===== config.mk =====
export PLATFORM = sky130hd
export DESIGN_NAME = three_register_accumulator_core
export DESIGN_NICKNAME = d
export VERILOG_FILES = /design/src/rtl/core/tra_pkg.sv /design/src/rtl/core/tra_div.sv /design/src/rtl/core/tra_dp.sv /design/src/rtl/core/tra_ctrl.sv /design/src/rtl/core/three_register_accumulator_core.sv
export SDC_FILE = /design/constraint.sdc
export NUM_CORES = 1
export LEC_CHECK = 0
export BUFFER_PORTS_ARGS = -buffer_cell sky130_fd_sc_hd__buf_2
export CAP_MARGIN = 0
export CELL_PAD_IN_SITES_DETAIL_PLACEMENT = 1
export CELL_PAD_IN_SITES_GLOBAL_PLACEMENT = 2
export CORE_AREA = 2 2 139 127
export CTS_CLUSTER_DIAMETER = 50
export DETAILED_ROUTE_END_ITERATION = 10
export DIE_AREA = 0 0 141 129
export HOLD_SLACK_MARGIN = 0.02
export PLACE_DENSITY_LB_ADDON = 0.1
export SYNTH_ARGS = -nofsm -noshare
export SYNTH_HDL_FRONTEND = slang
export SYNTH_SLANG_ARGS = --single-unit

===== constraint.sdc =====
create_clock -name i_clk -period 7.1 [get_ports i_clk]
set_input_delay 0.355 -clock i_clk [delete_from_list [all_inputs] [get_ports i_clk]]
set_output_delay 0.355 -clock i_clk [all_outputs]
set_load 0.005 [all_outputs]

===== src/rtl/core/tra_pkg.sv =====
package tra_pkg;

    // Opcode bytes of the instruction set.
    localparam logic [7:0] OP_LDI_A  = 8'h20;
    localparam logic [7:0] OP_LDI_B  = 8'h21;
    localparam logic [7:0] OP_LDI_C  = 8'h22;
    localparam logic [7:0] OP_MOV_AA = 8'h23;
    localparam logic [7:0] OP_MOV_AB = 8'h24;
    localparam logic [7:0] OP_MOV_AC = 8'h25;
    localparam logic [7:0] OP_MOV_BA = 8'h26;
    localparam logic [7:0] OP_MOV_BB = 8'h27;
    localparam logic [7:0] OP_MOV_BC = 8'h28;
    localparam logic [7:0] OP_MOV_CA = 8'h29;
    localparam logic [7:0] OP_MOV_CB = 8'h2A;
    localparam logic [7:0] OP_MOV_CC = 8'h2B;
    localparam logic [7:0] OP_CMP_C  = 8'h40;
    localparam logic [7:0] OP_XOR_C  = 8'h41;
    localparam logic [7:0] OP_ADD_C  = 8'h60;
    localparam logic [7:0] OP_ADD_A  = 8'h61;
    localparam logic [7:0] OP_ADD_B  = 8'h62;
    localparam logic [7:0] OP_SUB_C  = 8'h63;
    localparam logic [7:0] OP_SUB_A  = 8'h64;
    localparam logic [7:0] OP_SUB_B  = 8'h65;
    localparam logic [7:0] OP_DIV_C  = 8'h66;
    localparam logic [7:0] OP_DIV_A  = 8'h67;
    localparam logic [7:0] OP_DIV_B  = 8'h68;
    localparam logic [7:0] OP_MUL_C  = 8'h69;
    localparam logic [7:0] OP_MUL_A  = 8'h6A;
    localparam logic [7:0] OP_MUL_B  = 8'h6B;

    // Width of the result value ports.
    localparam int unsigned OUT_BITS = 8;

    typedef enum logic [3:0] {
        ALU_NONE,
        ALU_LOAD,
        ALU_MOVE,
        ALU_CMPEQ,
        ALU_XOR,
        ALU_ADD,
        ALU_SUB,
        ALU_DIV,
        ALU_MUL
    } t_alu_op;

    typedef enum logic [1:0] {
        REG_A,
        REG_B,
        REG_C
    } t_reg;

    typedef enum logic [1:0] {
        S_IDLE,
        S_EXEC,
        S_DIV,
        S_DONE
    } t_state;

    typedef struct packed {
        t_alu_op op;
        t_reg    dst;
        t_reg    src;
    } t_decode;

    // Commands from the controller to the datapath.
    typedef struct packed {
        logic    capture;
        logic    exec;
        logic    div_start;
        logic    div_write;
        logic    set_fault;
        logic    publish;
        t_alu_op op;
        t_reg    dst;
        t_reg    src;
    } t_dp_cmd;

    // Status from the datapath to the controller.
    typedef struct packed {
        logic b_zero;
        logic div_done;
    } t_dp_status;

endpackage


===== src/rtl/core/tra_div.sv =====
module tra_div
    import tra_pkg::*;
#(
    parameter int unsigned WORD_BITS = 8
) (
    input  logic                 i_clk,
    input  logic                 i_rst_n,
    input  logic                 i_start,
    input  logic [WORD_BITS-1:0] i_dividend,
    input  logic [WORD_BITS-1:0] i_divisor,
    output logic [WORD_BITS-1:0] o_quotient,
    output logic                 o_done
);

    localparam int unsigned CNT_W = $clog2(WORD_BITS + 1);

    logic [WORD_BITS-1:0] r_rem;
    logic [WORD_BITS-1:0] n_rem;
    logic [WORD_BITS-1:0] r_quo;
    logic [WORD_BITS-1:0] n_quo;
    logic [WORD_BITS-1:0] r_den;
    logic                 r_neg;
    logic [CNT_W-1:0]     r_cnt;
    logic                 r_busy;
    logic                 r_done;
    logic [WORD_BITS-1:0] w_abs_num;
    logic [WORD_BITS-1:0] w_abs_den;
    logic [WORD_BITS:0]   w_shift;
    logic [WORD_BITS:0]   w_diff;

    // Magnitudes of the signed operands; the most negative value maps to itself.
    assign w_abs_num = i_dividend[WORD_BITS-1] ? (~i_dividend + WORD_BITS'(1)) : i_dividend;
    assign w_abs_den = i_divisor[WORD_BITS-1] ? (~i_divisor + WORD_BITS'(1)) : i_divisor;

    // One restoring step per cycle: shift in the next dividend bit and try a subtract.
    // The partial remainder stays below the divisor magnitude, so it fits in WORD_BITS.
    always_comb begin
        w_shift = {r_rem, r_quo[WORD_BITS-1]};
        w_diff  = w_shift - {1'b0, r_den};
        if (w_shift >= {1'b0, r_den}) begin
            n_rem = w_diff[WORD_BITS-1:0];
            n_quo = {r_quo[WORD_BITS-2:0], 1'b1};
        end else begin
            n_rem = w_shift[WORD_BITS-1:0];
            n_quo = {r_quo[WORD_BITS-2:0], 1'b0};
        end
    end

    // Iteration control.
    always_ff @(posedge i_clk) begin
        if (!i_rst_n) begin
            r_busy <= 1'b0;
            r_done <= 1'b0;
            r_cnt  <= '0;
        end else begin
            r_done <= r_busy && (r_cnt == CNT_W'(1));
            if (i_start) begin
                r_busy <= 1'b1;
                r_cnt  <= CNT_W'(WORD_BITS);
            end else if (r_busy) begin
                r_cnt <= r_cnt - CNT_W'(1);
                if (r_cnt == CNT_W'(1)) begin
                    r_busy <= 1'b0;
                end
            end
        end
    end

    // Operand and partial result registers.
    always_ff @(posedge i_clk) begin
        if (i_start) begin
            r_rem <= '0;
            r_quo <= w_abs_num;
            r_den <= w_abs_den;
            r_neg <= i_dividend[WORD_BITS-1] ^ i_divisor[WORD_BITS-1];
        end else if (r_busy) begin
            r_rem <= n_rem;
            r_quo <= n_quo;
        end
    end

    // The quotient truncates toward zero, so only its sign needs fixing.
    assign o_quotient = r_neg ? (~r_quo + WORD_BITS'(1)) : r_quo;
    assign o_done     = r_done;

endmodule


===== src/rtl/core/tra_dp.sv =====
module tra_dp
    import tra_pkg::*;
#(
    parameter int unsigned WORD_BITS = 8
) (
    input  logic                       i_clk,
    input  logic                       i_rst_n,
    input  t_dp_cmd                    i_cmd,
    output t_dp_status                 o_status,
    input  logic [7:0]                 i_immediate,
    output logic signed [OUT_BITS-1:0] o_value_a,
    output logic signed [OUT_BITS-1:0] o_value_b,
    output logic signed [OUT_BITS-1:0] o_value_c,
    output logic                       o_divide_fault
);

    logic [WORD_BITS-1:0] r_a;
    logic [WORD_BITS-1:0] r_b;
    logic [WORD_BITS-1:0] r_c;
    logic [WORD_BITS-1:0] n_a;
    logic [WORD_BITS-1:0] n_b;
    logic [WORD_BITS-1:0] n_c;
    logic                 r_fault;
    logic [7:0]           r_imm;
    logic [WORD_BITS-1:0] w_src;
    logic [WORD_BITS-1:0] w_prod;
    logic [WORD_BITS-1:0] w_alu;
    logic                 w_wr;
    logic [WORD_BITS-1:0] w_wr_data;
    logic [WORD_BITS-1:0] w_quo;
    logic                 w_div_done;
    logic [OUT_BITS-1:0]  r_out_a;
    logic [OUT_BITS-1:0]  r_out_b;
    logic [OUT_BITS-1:0]  r_out_c;
    logic                 r_out_fault;

    // Iterative divider for a / b.
    tra_div #(
        .WORD_BITS(WORD_BITS)
    ) u_div (
        .i_clk      (i_clk),
        .i_rst_n    (i_rst_n),
        .i_start    (i_cmd.div_start),
        .i_dividend (r_a),
        .i_divisor  (r_b),
        .o_quotient (w_quo),
        .o_done     (w_div_done)
    );

    // Source register for moves.
    always_comb begin
        case (i_cmd.src)
            REG_A:   w_src = r_a;
            REG_B:   w_src = r_b;
            REG_C:   w_src = r_c;
            default: w_src = r_a;
        endcase
    end

    assign w_prod = r_a * r_b;

    // Combinational ALU operations.
    always_comb begin
        case (i_cmd.op)
            ALU_LOAD:  w_alu = WORD_BITS'(r_imm);
            ALU_MOVE:  w_alu = w_src;
            ALU_CMPEQ: w_alu = WORD_BITS'(r_a == r_b);
            ALU_XOR:   w_alu = r_a ^ r_b;
            ALU_ADD:   w_alu = r_a + r_b;
            ALU_SUB:   w_alu = r_b - r_a;
            ALU_MUL:   w_alu = w_prod;
            default:   w_alu = '0;
        endcase
    end

    // Write-back selection; a no-op writes nothing.
    assign w_wr = i_cmd.div_write
               || (i_cmd.exec && (i_cmd.op != ALU_NONE) && (i_cmd.op != ALU_DIV));
    assign w_wr_data = i_cmd.div_write ? w_quo : w_alu;

    always_comb begin
        n_a = r_a;
        n_b = r_b;
        n_c = r_c;
        if (w_wr) begin
            case (i_cmd.dst)
                REG_A:   n_a = w_wr_data;
                REG_B:   n_b = w_wr_data;
                default: n_c = w_wr_data;
            endcase
        end
    end

    // Architectural registers and the fault flag of the current transaction.
    always_ff @(posedge i_clk) begin
        if (!i_rst_n) begin
            r_a     <= '0;
            r_b     <= '0;
            r_c     <= '0;
            r_fault <= 1'b0;
        end else begin
            r_a <= n_a;
            r_b <= n_b;
            r_c <= n_c;
            if (i_cmd.set_fault) begin
                r_fault <= 1'b1;
            end else if (i_cmd.exec || i_cmd.div_write) begin
                r_fault <= 1'b0;
            end
        end
    end

    // Immediate byte is held from acceptance until execution.
    always_ff @(posedge i_clk) begin
        if (i_cmd.capture) begin
            r_imm <= i_immediate;
        end
    end

    // Output register keeps a finished result while the next transaction runs.
    always_ff @(posedge i_clk) begin
        if (i_cmd.publish) begin
            r_out_a     <= r_a[OUT_BITS-1:0];
            r_out_b     <= r_b[OUT_BITS-1:0];
            r_out_c     <= r_c[OUT_BITS-1:0];
            r_out_fault <= r_fault;
        end
    end

    assign o_status.b_zero   = (r_b == '0);
    assign o_status.div_done = w_div_done;

    assign o_value_a      = r_out_a;
    assign o_value_b      = r_out_b;
    assign o_value_c      = r_out_c;
    assign o_divide_fault = r_out_fault;

endmodule


===== src/rtl/core/tra_ctrl.sv =====
module tra_ctrl
    import tra_pkg::*;
(
    input  logic       i_clk,
    input  logic       i_rst_n,
    input  logic       i_in_valid,
    output logic       o_in_ready,
    input  logic [7:0] i_operation,
    output logic       o_out_valid,
    input  logic       i_out_ready,
    output t_dp_cmd    o_cmd,
    input  t_dp_status i_status
);

    t_state  r_state;
    t_state  n_state;
    t_decode r_dec;
    t_decode w_dec;
    logic    r_out_valid;
    logic    n_out_valid;
    logic    w_accept;

    // Opcode decoder: operation class, destination and move source.
    always_comb begin
        w_dec = '{op: ALU_NONE, dst: REG_C, src: REG_A};
        unique case (i_operation)
            OP_LDI_A:  w_dec = '{op: ALU_LOAD,  dst: REG_A, src: REG_A};
            OP_LDI_B:  w_dec = '{op: ALU_LOAD,  dst: REG_B, src: REG_A};
            OP_LDI_C:  w_dec = '{op: ALU_LOAD,  dst: REG_C, src: REG_A};
            OP_MOV_AA: w_dec = '{op: ALU_MOVE,  dst: REG_A, src: REG_A};
            OP_MOV_AB: w_dec = '{op: ALU_MOVE,  dst: REG_A, src: REG_B};
            OP_MOV_AC: w_dec = '{op: ALU_MOVE,  dst: REG_A, src: REG_C};
            OP_MOV_BA: w_dec = '{op: ALU_MOVE,  dst: REG_B, src: REG_A};
            OP_MOV_BB: w_dec = '{op: ALU_MOVE,  dst: REG_B, src: REG_B};
            OP_MOV_BC: w_dec = '{op: ALU_MOVE,  dst: REG_B, src: REG_C};
            OP_MOV_CA: w_dec = '{op: ALU_MOVE,  dst: REG_C, src: REG_A};
            OP_MOV_CB: w_dec = '{op: ALU_MOVE,  dst: REG_C, src: REG_B};
            OP_MOV_CC: w_dec = '{op: ALU_MOVE,  dst: REG_C, src: REG_C};
            OP_CMP_C:  w_dec = '{op: ALU_CMPEQ, dst: REG_C, src: REG_A};
            OP_XOR_C:  w_dec = '{op: ALU_XOR,   dst: REG_C, src: REG_A};
            OP_ADD_C:  w_dec = '{op: ALU_ADD,   dst: REG_C, src: REG_A};
            OP_ADD_A:  w_dec = '{op: ALU_ADD,   dst: REG_A, src: REG_A};
            OP_ADD_B:  w_dec = '{op: ALU_ADD,   dst: REG_B, src: REG_A};
            OP_SUB_C:  w_dec = '{op: ALU_SUB,   dst: REG_C, src: REG_A};
            OP_SUB_A:  w_dec = '{op: ALU_SUB,   dst: REG_A, src: REG_A};
            OP_SUB_B:  w_dec = '{op: ALU_SUB,   dst: REG_B, src: REG_A};
            OP_DIV_C:  w_dec = '{op: ALU_DIV,   dst: REG_C, src: REG_A};
            OP_DIV_A:  w_dec = '{op: ALU_DIV,   dst: REG_A, src: REG_A};
            OP_DIV_B:  w_dec = '{op: ALU_DIV,   dst: REG_B, src: REG_A};
            OP_MUL_C:  w_dec = '{op: ALU_MUL,   dst: REG_C, src: REG_A};
            OP_MUL_A:  w_dec = '{op: ALU_MUL,   dst: REG_A, src: REG_A};
            OP_MUL_B:  w_dec = '{op: ALU_MUL,   dst: REG_B, src: REG_A};
            default:   w_dec = '{op: ALU_NONE,  dst: REG_C, src: REG_A};
        endcase
    end

    assign w_accept = i_in_valid && (r_state == S_IDLE);

    // State, decoded instruction and output valid registers.
    always_ff @(posedge i_clk) begin
        if (!i_rst_n) begin
            r_state     <= S_IDLE;
            r_out_valid <= 1'b0;
        end else begin
            r_state     <= n_state;
            r_out_valid <= n_out_valid;
        end
    end

    always_ff @(posedge i_clk) begin
        if (w_accept) begin
            r_dec <= w_dec;
        end
    end

    // Next state and datapath commands.
    always_comb begin
        n_state           = r_state;
        n_out_valid       = r_out_valid && !i_out_ready;
        o_cmd             = '0;
        o_cmd.op          = r_dec.op;
        o_cmd.dst         = r_dec.dst;
        o_cmd.src         = r_dec.src;
        o_cmd.capture     = w_accept;
        unique case (r_state)
            S_IDLE: begin
                if (i_in_valid) begin
                    n_state = S_EXEC;
                end
            end
            S_EXEC: begin
                if (r_dec.op == ALU_DIV) begin
                    if (i_status.b_zero) begin
                        o_cmd.set_fault = 1'b1;
                        n_state         = S_DONE;
                    end else begin
                        o_cmd.div_start = 1'b1;
                        n_state         = S_DIV;
                    end
                end else begin
                    o_cmd.exec = 1'b1;
                    n_state    = S_DONE;
                end
            end
            S_DIV: begin
                if (i_status.div_done) begin
                    o_cmd.div_write = 1'b1;
                    n_state         = S_DONE;
                end
            end
            S_DONE: begin
                if (!r_out_valid || i_out_ready) begin
                    o_cmd.publish = 1'b1;
                    n_out_valid   = 1'b1;
                    n_state       = S_IDLE;
                end
            end
            default: n_state = S_IDLE;
        endcase
    end

    assign o_in_ready  = (r_state == S_IDLE);
    assign o_out_valid = r_out_valid;

endmodule


===== src/rtl/core/three_register_accumulator_core.sv =====
// An accepted transaction passes through the execute and done states, and its
// result is published and flagged valid once the output register is free.
// A divide by a nonzero value also runs the divider, which resolves one
// quotient bit per cycle, before the quotient is written back; a divide by
// zero skips the divider and sets the fault. A new transaction is taken while
// the previous result waits in the output register.
// Reset (synchronous, active low) clears registers a, b and c to zero and drops
// the result valid.
module three_register_accumulator_core
    import tra_pkg::*;
#(
    parameter int unsigned WORD_BITS = 8
) (
    input  logic                       i_clk,
    input  logic                       i_rst_n,
    input  logic                       i_in_valid,
    output logic                       o_in_ready,
    input  logic [7:0]                 i_operation,
    input  logic [7:0]                 i_immediate,
    output logic                       o_out_valid,
    input  logic                       i_out_ready,
    output logic signed [OUT_BITS-1:0] o_value_a,
    output logic signed [OUT_BITS-1:0] o_value_b,
    output logic signed [OUT_BITS-1:0] o_value_c,
    output logic                       o_divide_fault
);

    t_dp_cmd    w_cmd;
    t_dp_status w_status;

    // Sequencer.
    tra_ctrl u_ctrl (
        .i_clk       (i_clk),
        .i_rst_n     (i_rst_n),
        .i_in_valid  (i_in_valid),
        .o_in_ready  (o_in_ready),
        .i_operation (i_operation),
        .o_out_valid (o_out_valid),
        .i_out_ready (i_out_ready),
        .o_cmd       (w_cmd),
        .i_status    (w_status)
    );

    // Register file, ALU, divider and output register.
    tra_dp #(
        .WORD_BITS(WORD_BITS)
    ) u_dp (
        .i_clk          (i_clk),
        .i_rst_n        (i_rst_n),
        .i_cmd          (w_cmd),
        .o_status       (w_status),
        .i_immediate    (i_immediate),
        .o_value_a      (o_value_a),
        .o_value_b      (o_value_b),
        .o_value_c      (o_value_c),
        .o_divide_fault (o_divide_fault)
    );

endmodule


==> summary.md, run 1 <==
| Metric | Value |
|---|---|
| Status | finished clean |
| Initial antenna violation count | 0 |
| #FFs+latches synth | 100 |
| Non-filler cells, final | 998 |
| # IOs | 47 |
| Largest net degree at the start of global routing | 28 |
| Synth top area cells | edfxtp_1 25%, dfxtp_1 12%, ha_1 9.6% |
| Pins over their slew limit | 0 |
| Total GRT Usage | 25.0% |
| Clk_skew | 17.7 ps |
| Max_slew headroom | 22.5% |
| Final setup viols | 0 |
| Hold Crit Class | in -> reg |
| Worst-path clk slew | 80 ps |
| Worst Hold Launch | i_immediate[0] |
| Commonest non-fill, non-tap cells in the layout | 75 x inv_1, 73 x nand2_1, 58 x edfxtp_1 |
| Worst VDD drop | 0.141 mV |
| Vias | 5808 |
| Cts hold-fix bufs | 0 |
| H-tree level count | 3 |
| Vias in the first global route | 6090 |
| Drt total wl | 21.7 mm |
| DR iter-0 viols | 378 |
| CTS tree | done |
| Critical path endpoint category | flop |
| Num CTS Buffers | 9 |
| Crit-path cells | inv_1 -> nor2_1 -> fa_1 -> ha_1 -> inv_1 -> fa_1 -> inv_1 -> fa_1 -> a21o_1 -> a21oi_1 -> xnor3_1 -> xnor3_1 -> o21ai_2 -> o31ai_1 -> a31oi_1 |
| Post-CTS Resized | 0 |
| CTS sink count | 100 |
| Clock tree root buffer cell | clkbuf_16 |
| Mapped Cells | 758 |
| Multi-input logic area | 0.00387 mm² |
| Hold path depth | 1 |
| Placed cells | 982 |
| First-pass GRT wire length | 34.7 mm |
| Post-synth EDFFs | 58 |
| Die width | 141 µm |
| Netlist cell types | 72 |
| Pwr dens | 260 mW/mm² |
| Hold path endpoint | u_dp.r_imm[0]$_DFFE_PP_ |
| Synth warn | 0 |
| Setup TNS | 0 ps |
| GPL Wtd Cong | 0.941 |
| Capturing point of the worst reg2reg path | u_dp.r_c[7]$_SDFFE_PN0P_ |
| Antenna Nets Post-Route | 0 |
| Max-cap violations | 0 |
| Fmax | 211 MHz |
| Core Region | 0.0167 mm² |
| Avg Inst Size Synth | 9.10 µm² |
| Leakage | 3.08 nW |
| Bufs on Longest Clock Path | 2 |
| Final hold vios | 0 |
| Mapped Nets | 846 |
| Crit path max fanout | 12 |
| Layout Area Growth over Synthesis | 9.91% |
| Final nets | 870 |
| Port bufs | 46 |
| Critical path class | reg -> reg |
| Vias/cell | 5.82 |
| Startpoint Class | flop |
| Pwr Total | 0.00197 W |
| Share of layout cells above drive strength 1 | 10.3% |
| Post-layout min period | 4740 ps |
| Synth Flop Type | edfxtp_1 |
| Synth top area share | 25.3% |
| Die Ht | 129 µm |
| Final cycle utilization of the critical path | 66.8% |
| Post-Route Utilization | 45.3% |
| Storage cell area | 0.00258 mm² |
| Reg2reg setup slack | 2360 ps |
| Worst-Skew Late Latency | 370 ps |
| Critical path's largest stage delay | 710 ps |
| Post-synth ARST share | 0% |
| Worst slew pin tran | 1160 ps |
| Global route overflow | 0 |
| CP max stage cell | dfxtp_1 |
| Mapped Area | 0.00690 mm² |
| Diode count | 0 |
| Largest area contributor in the netlist | edfxtp_1 |
| Fill count | 1960 |
| DP HPWL | 16.4 mm |
| FF-to-FF path depth | 15 |
| # rows | 45 |
| Postcts setup bufs | 0 |
| DRC | 0 |
| DR WL/cell | 21.7 µm |
| Final hold slack | 162 ps |
| Area of the die | 0.0182 mm² |
| Detailed Routing Iterations Pass 1 | 5 |
| Seq/Total Area, Yosys | 37.5% |
| CP Data Required Time | 7320 ps |
| RSZ-0062 raised after global routing | false |
| Reg2reg start | u_dp.r_b[1]$_SDFFE_PN0P_ |
| Most common cell after layout, fill and taps aside | inv_1 |
| Starting Density | 41.2% |
| Arrival time worst endpoint | 4960 ps |
registers in the layout, indices dropped and copies added, names as in the netlist, 2 cells and up:
register	cells
u_ctrl.o_cmd	8
u_ctrl.r_state	2
u_dp.o_value_a	8
u_dp.o_value_b	8
u_dp.o_value_c	8
u_dp.r_a	8
u_dp.r_b	8
u_dp.r_c	8
u_dp.r_imm	8
u_dp.u_div.r_cnt	4
u_dp.u_div.r_den	8
u_dp.u_div.r_quo	8
u_dp.u_div.r_rem	8
metal layers:
layer | vias to the layer above | track usage [%] | part of all wire [%]
li1 | 2723 | - | -
met5 | - | 0 | 0
met2 | 150 | 42.0 | 47
met1 | 2910 | 34.2 | 46
met3 | 25 | 4.28 | 4.8
met4 | 0 | 5.35 | 1.7
Yosys cell counts (7+ instances only):
library cell and n:
clkbuf_1 20, a21oi_1 51, fa_1 15, nor2b_1 17, buf_2 10, a221oi_1 7
a211oi_1 18, nand2_1 73, nor2_1 53, nor3_1 18, ha_1 53, o21ai_0 43
dfxtp_1 42, a21o_1 9, xnor2_1 31, and2_1 10, edfxtp_1 58, nand3_1 16
inv_1 75, a31oi_1 11, nand2b_1 11
where the power goes:
part	total [W]	internal, W	switching (W)
combinational	0.000614	0.000238	0.000376
sequential	0.000825	0.000720	0.000105
clock	0.000531	0.000283	0.000248
through the flow:
stage / area, µm² / setup WS (ps)
6_report: 7580 / 2360
3_5_place_dp: 7260 / 2410
4_1_cts: 7580 / 2380
5_1_grt: 7580 / 2120
2_1_floorplan: 6900 / 2760
3_3_place_gp: 7260 / 2520
area by class of cell:
cell class / instances / share of cell area [%]
multi-input cells: 545 / 51.1
well taps: 211 / 3.48
repair buffers: 50 / 3.43
clock inverters: 7 / 1.21
inverters: 76 / 3.76
clock buffers: 9 / 2.97
flip-flops and latches: 100 / 34.1
worst max path at each step:
stage	from	end	slack [ps]	depth (start not counted)
finish	u_dp.r_b[1]$_SDFFE_PN0P_	u_dp.r_c[7]$_SDFFE_PN0P_	2360	15
CTS	u_dp.r_b[1]$_SDFFE_PN0P_	u_dp.r_a[7]$_SDFFE_PN0P_	2380	15
global route	u_dp.r_b[1]$_SDFFE_PN0P_	u_dp.r_c[7]$_SDFFE_PN0P_	2120	15
floorplan	u_dp.r_b[4]$_SDFFE_PN0P_	u_dp.r_a[7]$_SDFFE_PN0P_	2760	16
detailed placement	u_dp.r_b[1]$_SDFFE_PN0P_	u_dp.r_c[7]$_SDFFE_PN0P_	2410	15
global placement	u_dp.r_b[4]$_SDFFE_PN0P_	u_dp.r_c[7]$_SDFFE_PN0P_	2520	15
cells by family after synthesis:
family | after synthesis | share of synthesized area, %
AO/OA/AOI/OAI | 202 | 19.7
XOR/XNOR | 40 | 5.59
multiplexers | 4 | 0.581
AND/OR/NAND/NOR | 231 | 16.2
flip-flops | 100 | 37.5
buffers and inverters | 113 | 6.46
adder cells (fa/ha/maj) | 68 | 14.0
critical path: cells and delay by family, from the launching register on:
| kind | cells | cell delay [ps] |
|---|---|---|
| AND/OR/NAND/NOR | 1 | 200 |
| flip-flops | 1 | 710 |
| buffers and inverters | 3 | 410 |
| AO/OA/AOI/OAI | 5 | 810 |
| adder cells (fa/ha/maj) | 4 | 1780 |
| XOR/XNOR | 2 | 670 |
(Power assumes the default switching activity.)
==> inputs of run 2 (changes only) <==
--- a/config.mk
+++ b/config.mk
@@ -5,14 +5,15 @@
 export SDC_FILE = /design/constraint.sdc
 export NUM_CORES = 1
 export LEC_CHECK = 0
+export ABC_AREA = 1
 export BUFFER_PORTS_ARGS = -buffer_cell sky130_fd_sc_hd__buf_2
 export CAP_MARGIN = 0
 export CELL_PAD_IN_SITES_DETAIL_PLACEMENT = 1
 export CELL_PAD_IN_SITES_GLOBAL_PLACEMENT = 2
-export CORE_AREA = 2 2 139 127
+export CORE_AREA = 2 2 158 144
 export CTS_CLUSTER_DIAMETER = 50
 export DETAILED_ROUTE_END_ITERATION = 10
-export DIE_AREA = 0 0 141 129
+export DIE_AREA = 0 0 160 146
 export HOLD_SLACK_MARGIN = 0.02
 export PLACE_DENSITY_LB_ADDON = 0.1
 export SYNTH_ARGS = -nofsm -noshare
==> constraint.sdc (replaced) <==
create_clock -name i_clk -period 4 [get_ports i_clk]
set_input_delay 0.2 -clock i_clk [delete_from_list [all_inputs] [get_ports i_clk]]
set_output_delay 0.2 -clock i_clk [all_outputs]
set_load 0.005 [all_outputs]
==> run 2 against run 1 <==
Against the previous run: worst setup slack got worse by 2300 ps; sequential cell count unchanged; sequential share of layout area decreased by 2.8 points; sequential power increased by 61%; utilization decreased by 6.8 points; die area increased by 28%; synthesized cell count increased by 19%; combinational power increased by 51%.
==> summary.md, run 2 <==
| Metric | Value |
|---|---|
| Worst VDD drop | 0.201 mV (was 0.141 mV) |
| Most common cell after layout, fill and taps aside | nand2_1 (was inv_1) |
| CP Data Required Time | 4270 ps (was 7320 ps) |
| Post-layout min period | 3930 ps (was 4740 ps) |
| Synth top area cells | edfxtp_1 25%, dfxtp_1 12%, nand2_1 10% (was edfxtp_1 25%, dfxtp_1 12%, ha_1 9.6%) |
| Critical path's largest stage delay | 540 ps (was 710 ps) |
| Pwr Total | 0.00318 W (was 0.00197 W) |
| Max-cap violations | 0 (unchanged) |
| Final hold vios | 0 (unchanged) |
| Global route overflow | 0 (unchanged) |
| Crit-path cells | ha_4 -> inv_2 -> fa_1 -> inv_2 -> ha_4 -> fa_1 -> inv_2 -> fa_1 -> inv_2 -> ha_4 -> nand3_2 -> nand4_1 -> nand2_2 -> nand2_2 -> inv_2 -> nor2_4 -> nand3_2 -> nand3_2 -> nand4_1 -> nand2_2 -> nand3_2 -> nand2_2 -> inv_1 (was inv_1 -> nor2_1 -> fa_1 -> ha_1 -> inv_1 -> fa_1 -> inv_1 -> fa_1 -> a21o_1 -> a21oi_1 -> xnor3_1 -> xnor3_1 -> o21ai_2 -> o31ai_1 -> a31oi_1) |
| Vias/cell | 4.86 (was 5.82) |
| Synth Area in Adders | 13.7% (was 14.0%) |
| Flop pwr share | 42.0% (was 41.9%) |
| Commonest non-fill, non-tap cells in the layout | 179 x nand2_1, 163 x inv_1, 59 x a21oi_1 (was 75 x inv_1, 73 x nand2_1, 58 x edfxtp_1) |
| First-pass GRT wire length | 37.6 mm (was 34.7 mm) |
| DP HPWL | 18.7 mm (was 16.4 mm) |
| Final nets | 1062 (was 870) |
| Synth Flop Type | edfxtp_1 (unchanged) |
| H-tree level count | 3 (unchanged) |
| Post-synth EDFFs | 58 (unchanged) |
| Sw Pwr | 0.00115 W (was 0.000729 W) |
| Share of layout cells above drive strength 1 | 17.8% (was 10.3%) |
| Critical path class | reg -> reg (unchanged) |
| Combinational family with the most area after synthesis | simple AND/OR/NAND/NOR gates (was compound AO/OA/AOI/OAI gates) |
| Drt total wl | 23.7 mm (was 21.7 mm) |
| Placed cells | 1243 (was 982) |
| Largest area contributor in the netlist | edfxtp_1 (unchanged) |
| Fill count | 2673 (was 1960) |
| Netlist cell types | 48 (was 72) |
| DRC | 0 (unchanged) |
| Area of the die | 0.0234 mm² (was 0.0182 mm²) |
| Final cycle utilization of the critical path | 98.2% (was 66.8%) |
| Vias in the first global route | 6518 (was 6090) |
| Layout Area Growth over Synthesis | 17.8% (was 9.91%) |
| Initial antenna violation count | 0 (unchanged) |
| DR iter-0 viols | 391 (was 378) |
| Synth warn | 0 (unchanged) |
| DR WL/cell | 18.7 µm (was 21.7 µm) |
| Startpoint Class | flop (unchanged) |
| Switching share of power | 36.1% (was 37.0%) |
| Clk_skew | 15.7 ps (was 17.7 ps) |
| Port bufs | 46 (unchanged) |
| Crit path max fanout | 4 (was 12) |
| Storage cell area | 0.00260 mm² (was 0.00258 mm²) |
| Worst-Skew Late Latency | 370 ps (about the same) |
| GPL Wtd Cong | 0.875 (was 0.941) |
| Most frequent cells after synthesis | 189 x nand2_1, 170 x inv_1, 60 x a21oi_1 (was 75 x inv_1, 73 x nand2_1, 58 x edfxtp_1) |
| Mapped Area | 0.00706 mm² (was 0.00690 mm²) |
| Bufs on Longest Clock Path | 2 (unchanged) |
| Die width | 160 µm (was 141 µm) |
| Arrival time worst endpoint | 4190 ps (was 4960 ps) |
| Detailed Routing Iterations Pass 1 | 5 (unchanged) |
| Vias | 6174 (was 5808) |
| Gate power share | 29.2% (was 31.2%) |
| Core Region | 0.0216 mm² (was 0.0167 mm²) |
| CTS sink count | 100 (unchanged) |
| Starting Density | 32.7% (was 41.2%) |
| Die Ht | 146 µm (was 129 µm) |
| Critical Path Stages | 23 (was 15) |
| Fmax | 255 MHz (was 211 MHz) |
| # rows | 51 (was 45) |
| Critical path endpoint category | flop (unchanged) |
| Post-synthesis xor/xnor area fraction | 2.98% (was 5.59%) |
| Hold Crit Class | in -> reg (unchanged) |
| Leakage | 4.00 nW (was 3.08 nW) |
| Worst-path clk slew | 80 ps (about the same) |
| Seq/Total Area, Yosys | 36.6% (was 37.5%) |
| Diode count | 0 (unchanged) |
| Simple-gate area share of the yosys netlist | 21.4% (was 16.2%) |
| Total GRT Usage | 20.9% (was 25.0%) |
| Pwr dens | 382 mW/mm² (was 260 mW/mm²) |
| Max_slew headroom | 20.2% (was 22.5%) |
| Largest net degree at the start of global routing | 31 (was 28) |
| Clock share of power | 28.9% (was 27.0%) |
| Pins over their slew limit | 0 (unchanged) |
| Compound-cell area share of the yosys netlist | 12.9% (was 19.7%) |
| #FFs+latches synth | 100 (unchanged) |
| Antenna Nets Post-Route | 0 (unchanged) |
| Setup TNS | 0 ps (unchanged) |
| Post-synthesis mux area share | 0% (was 0.581%) |
| RSZ-0062 raised after global routing | true (was false) |
| FF-to-FF path depth | 23 (was 15) |
| Worst slew pin tran | 1200 ps (was 1160 ps) |
| Post-synth ARST share | 0% (unchanged) |
| Num CTS Buffers | 9 (unchanged) |
| # IOs | 47 (unchanged) |
| Final setup viols | 0 (unchanged) |
| Reg2reg setup slack | 70 ps (was 2360 ps) |
| Mapped Cells | 901 (was 758) |
| Multi-input logic area | 0.00377 mm² (was 0.00387 mm²) |
| Critical path's top delay family | adder cells (unchanged) |
| Avg Inst Size Synth | 7.83 µm² (was 9.10 µm²) |
| CP max stage cell | fa_1 (was dfxtp_1) |
| Clock tree root buffer cell | clkbuf_16 (unchanged) |
| Crit path top cell by count | inv_2 |
| CP bufs+invs | 6 (was 3) |
| Hold path depth | 3 (was 1) |
| Mapped Nets | 989 (was 846) |
| CTS tree | done (unchanged) |
| Status | finished clean (unchanged) |
| Non-filler cells, final | 1270 (was 998) |
| Pint | 0.00203 W (was 0.00124 W) |
| Synth top area share | 24.7% (was 25.3%) |
| Count leader, synth | nand2_1 (was inv_1) |
[run 2: cell types whose count changed in the layout (fill, tap and decap cells not counted), moves of 9 or more]
cell	change
nand2_1	+106
inv_1	+88
buf_4	+30
nand3_1	+29
xnor2_1	-28
inv_2	+19
a211oi_1	-17
o21ai_1	+17
nor2b_1	-16
xor2_1	+14
o211ai_1	+13
nand2_2	+12
nand2b_1	-11
and2_1	-9
[run 2: what timing repair did]
item	CTS	global route
pin swaps	6	15
setup endpoints to repair	9	11
buffers inserted	3	0
hold buffers	8	0
gates resized for setup	23	31
gates cloned	0	0
hold endpoints to repair	8	0
[run 2: routing by layer]
layer	share of wire (%)	vias up	track usage [%]
met5	0	-	0
met3	3.3	20	2.94
met1	49	3001	29.7
met2	46	100	34.1
met4	1.2	0	4.10
li1	-	3053	-
[run 2: path summary, 6_finish.rpt]
kind / from / end
worst max-delay path: u_dp.r_a[3]$_SDFFE_PN0P_ / u_dp.r_b[7]$_SDFFE_PN0P_
worst min-delay path: i_rst_n / u_ctrl.r_state[1]$_SDFFE_PN0P_
worst min register to register: u_dp.r_fault$_SDFFE_PN0P_ / u_dp.o_divide_fault$_DFFE_PP_
worst max register to register: u_dp.r_a[3]$_SDFFE_PN0P_ / u_dp.r_b[7]$_SDFFE_PN0P_
[run 2: final cells by class]
class | instances | share of cell area [%]
Tap cell | 291 | 4.38
Multi-Input combinational cell | 591 | 45.4
Clock inverter | 5 | 0.482
Sequential cell | 100 | 31.3
Timing Repair Buffer | 89 | 6.99
Inverter | 183 | 8.30
Clock buffer | 11 | 3.18
[run 2: worst register-to-register path: cells and delay by family (launching register included)]
kind	cells	cell delay [ps]
DFF	1	370
buffers and inverters	6	260
and+or+nand+nor	11	1010
adders and majority gates	6	2200
[run 2: kinds of logic (layout without fill, tap and decap cells)]
group	count (synthesis)	count (layout)
AO/OA/AOI/OAI	158	158
XOR/XNOR	24	24
adder cells (fa/ha/maj)	68	68
buffers and inverters	210	288
flip-flops	100	100
AND/OR/NAND/NOR	341	341
[run 2: power groups by stage]
stage	Clock [W]	Sequential (W)	Combinational [W]
floorplan	0	0.00132	0.000647
global placement	0	0.00135	0.000886
detailed placement	0	0.00135	0.000906
CTS	0.000938	0.00133	0.000921
global route	0.000978	0.00135	0.00104
finish	0.000917	0.00133	0.000927
[run 2: through the flow]
step / util, % / area [µm²] / setup slack [ps] / hold WS [ps]
after floorplan: - / 7060 / 0.499 / 299
after global placement: 35.8 / 7710 / -310 / 376
after detailed placement: 35.8 / 7710 / -343 / 379
after CTS: 38.1 / 8220 / 6.72 / 109
after global routing: 38.5 / 8310 / -146 / 128
final: 38.5 / 8310 / 73.9 / 119
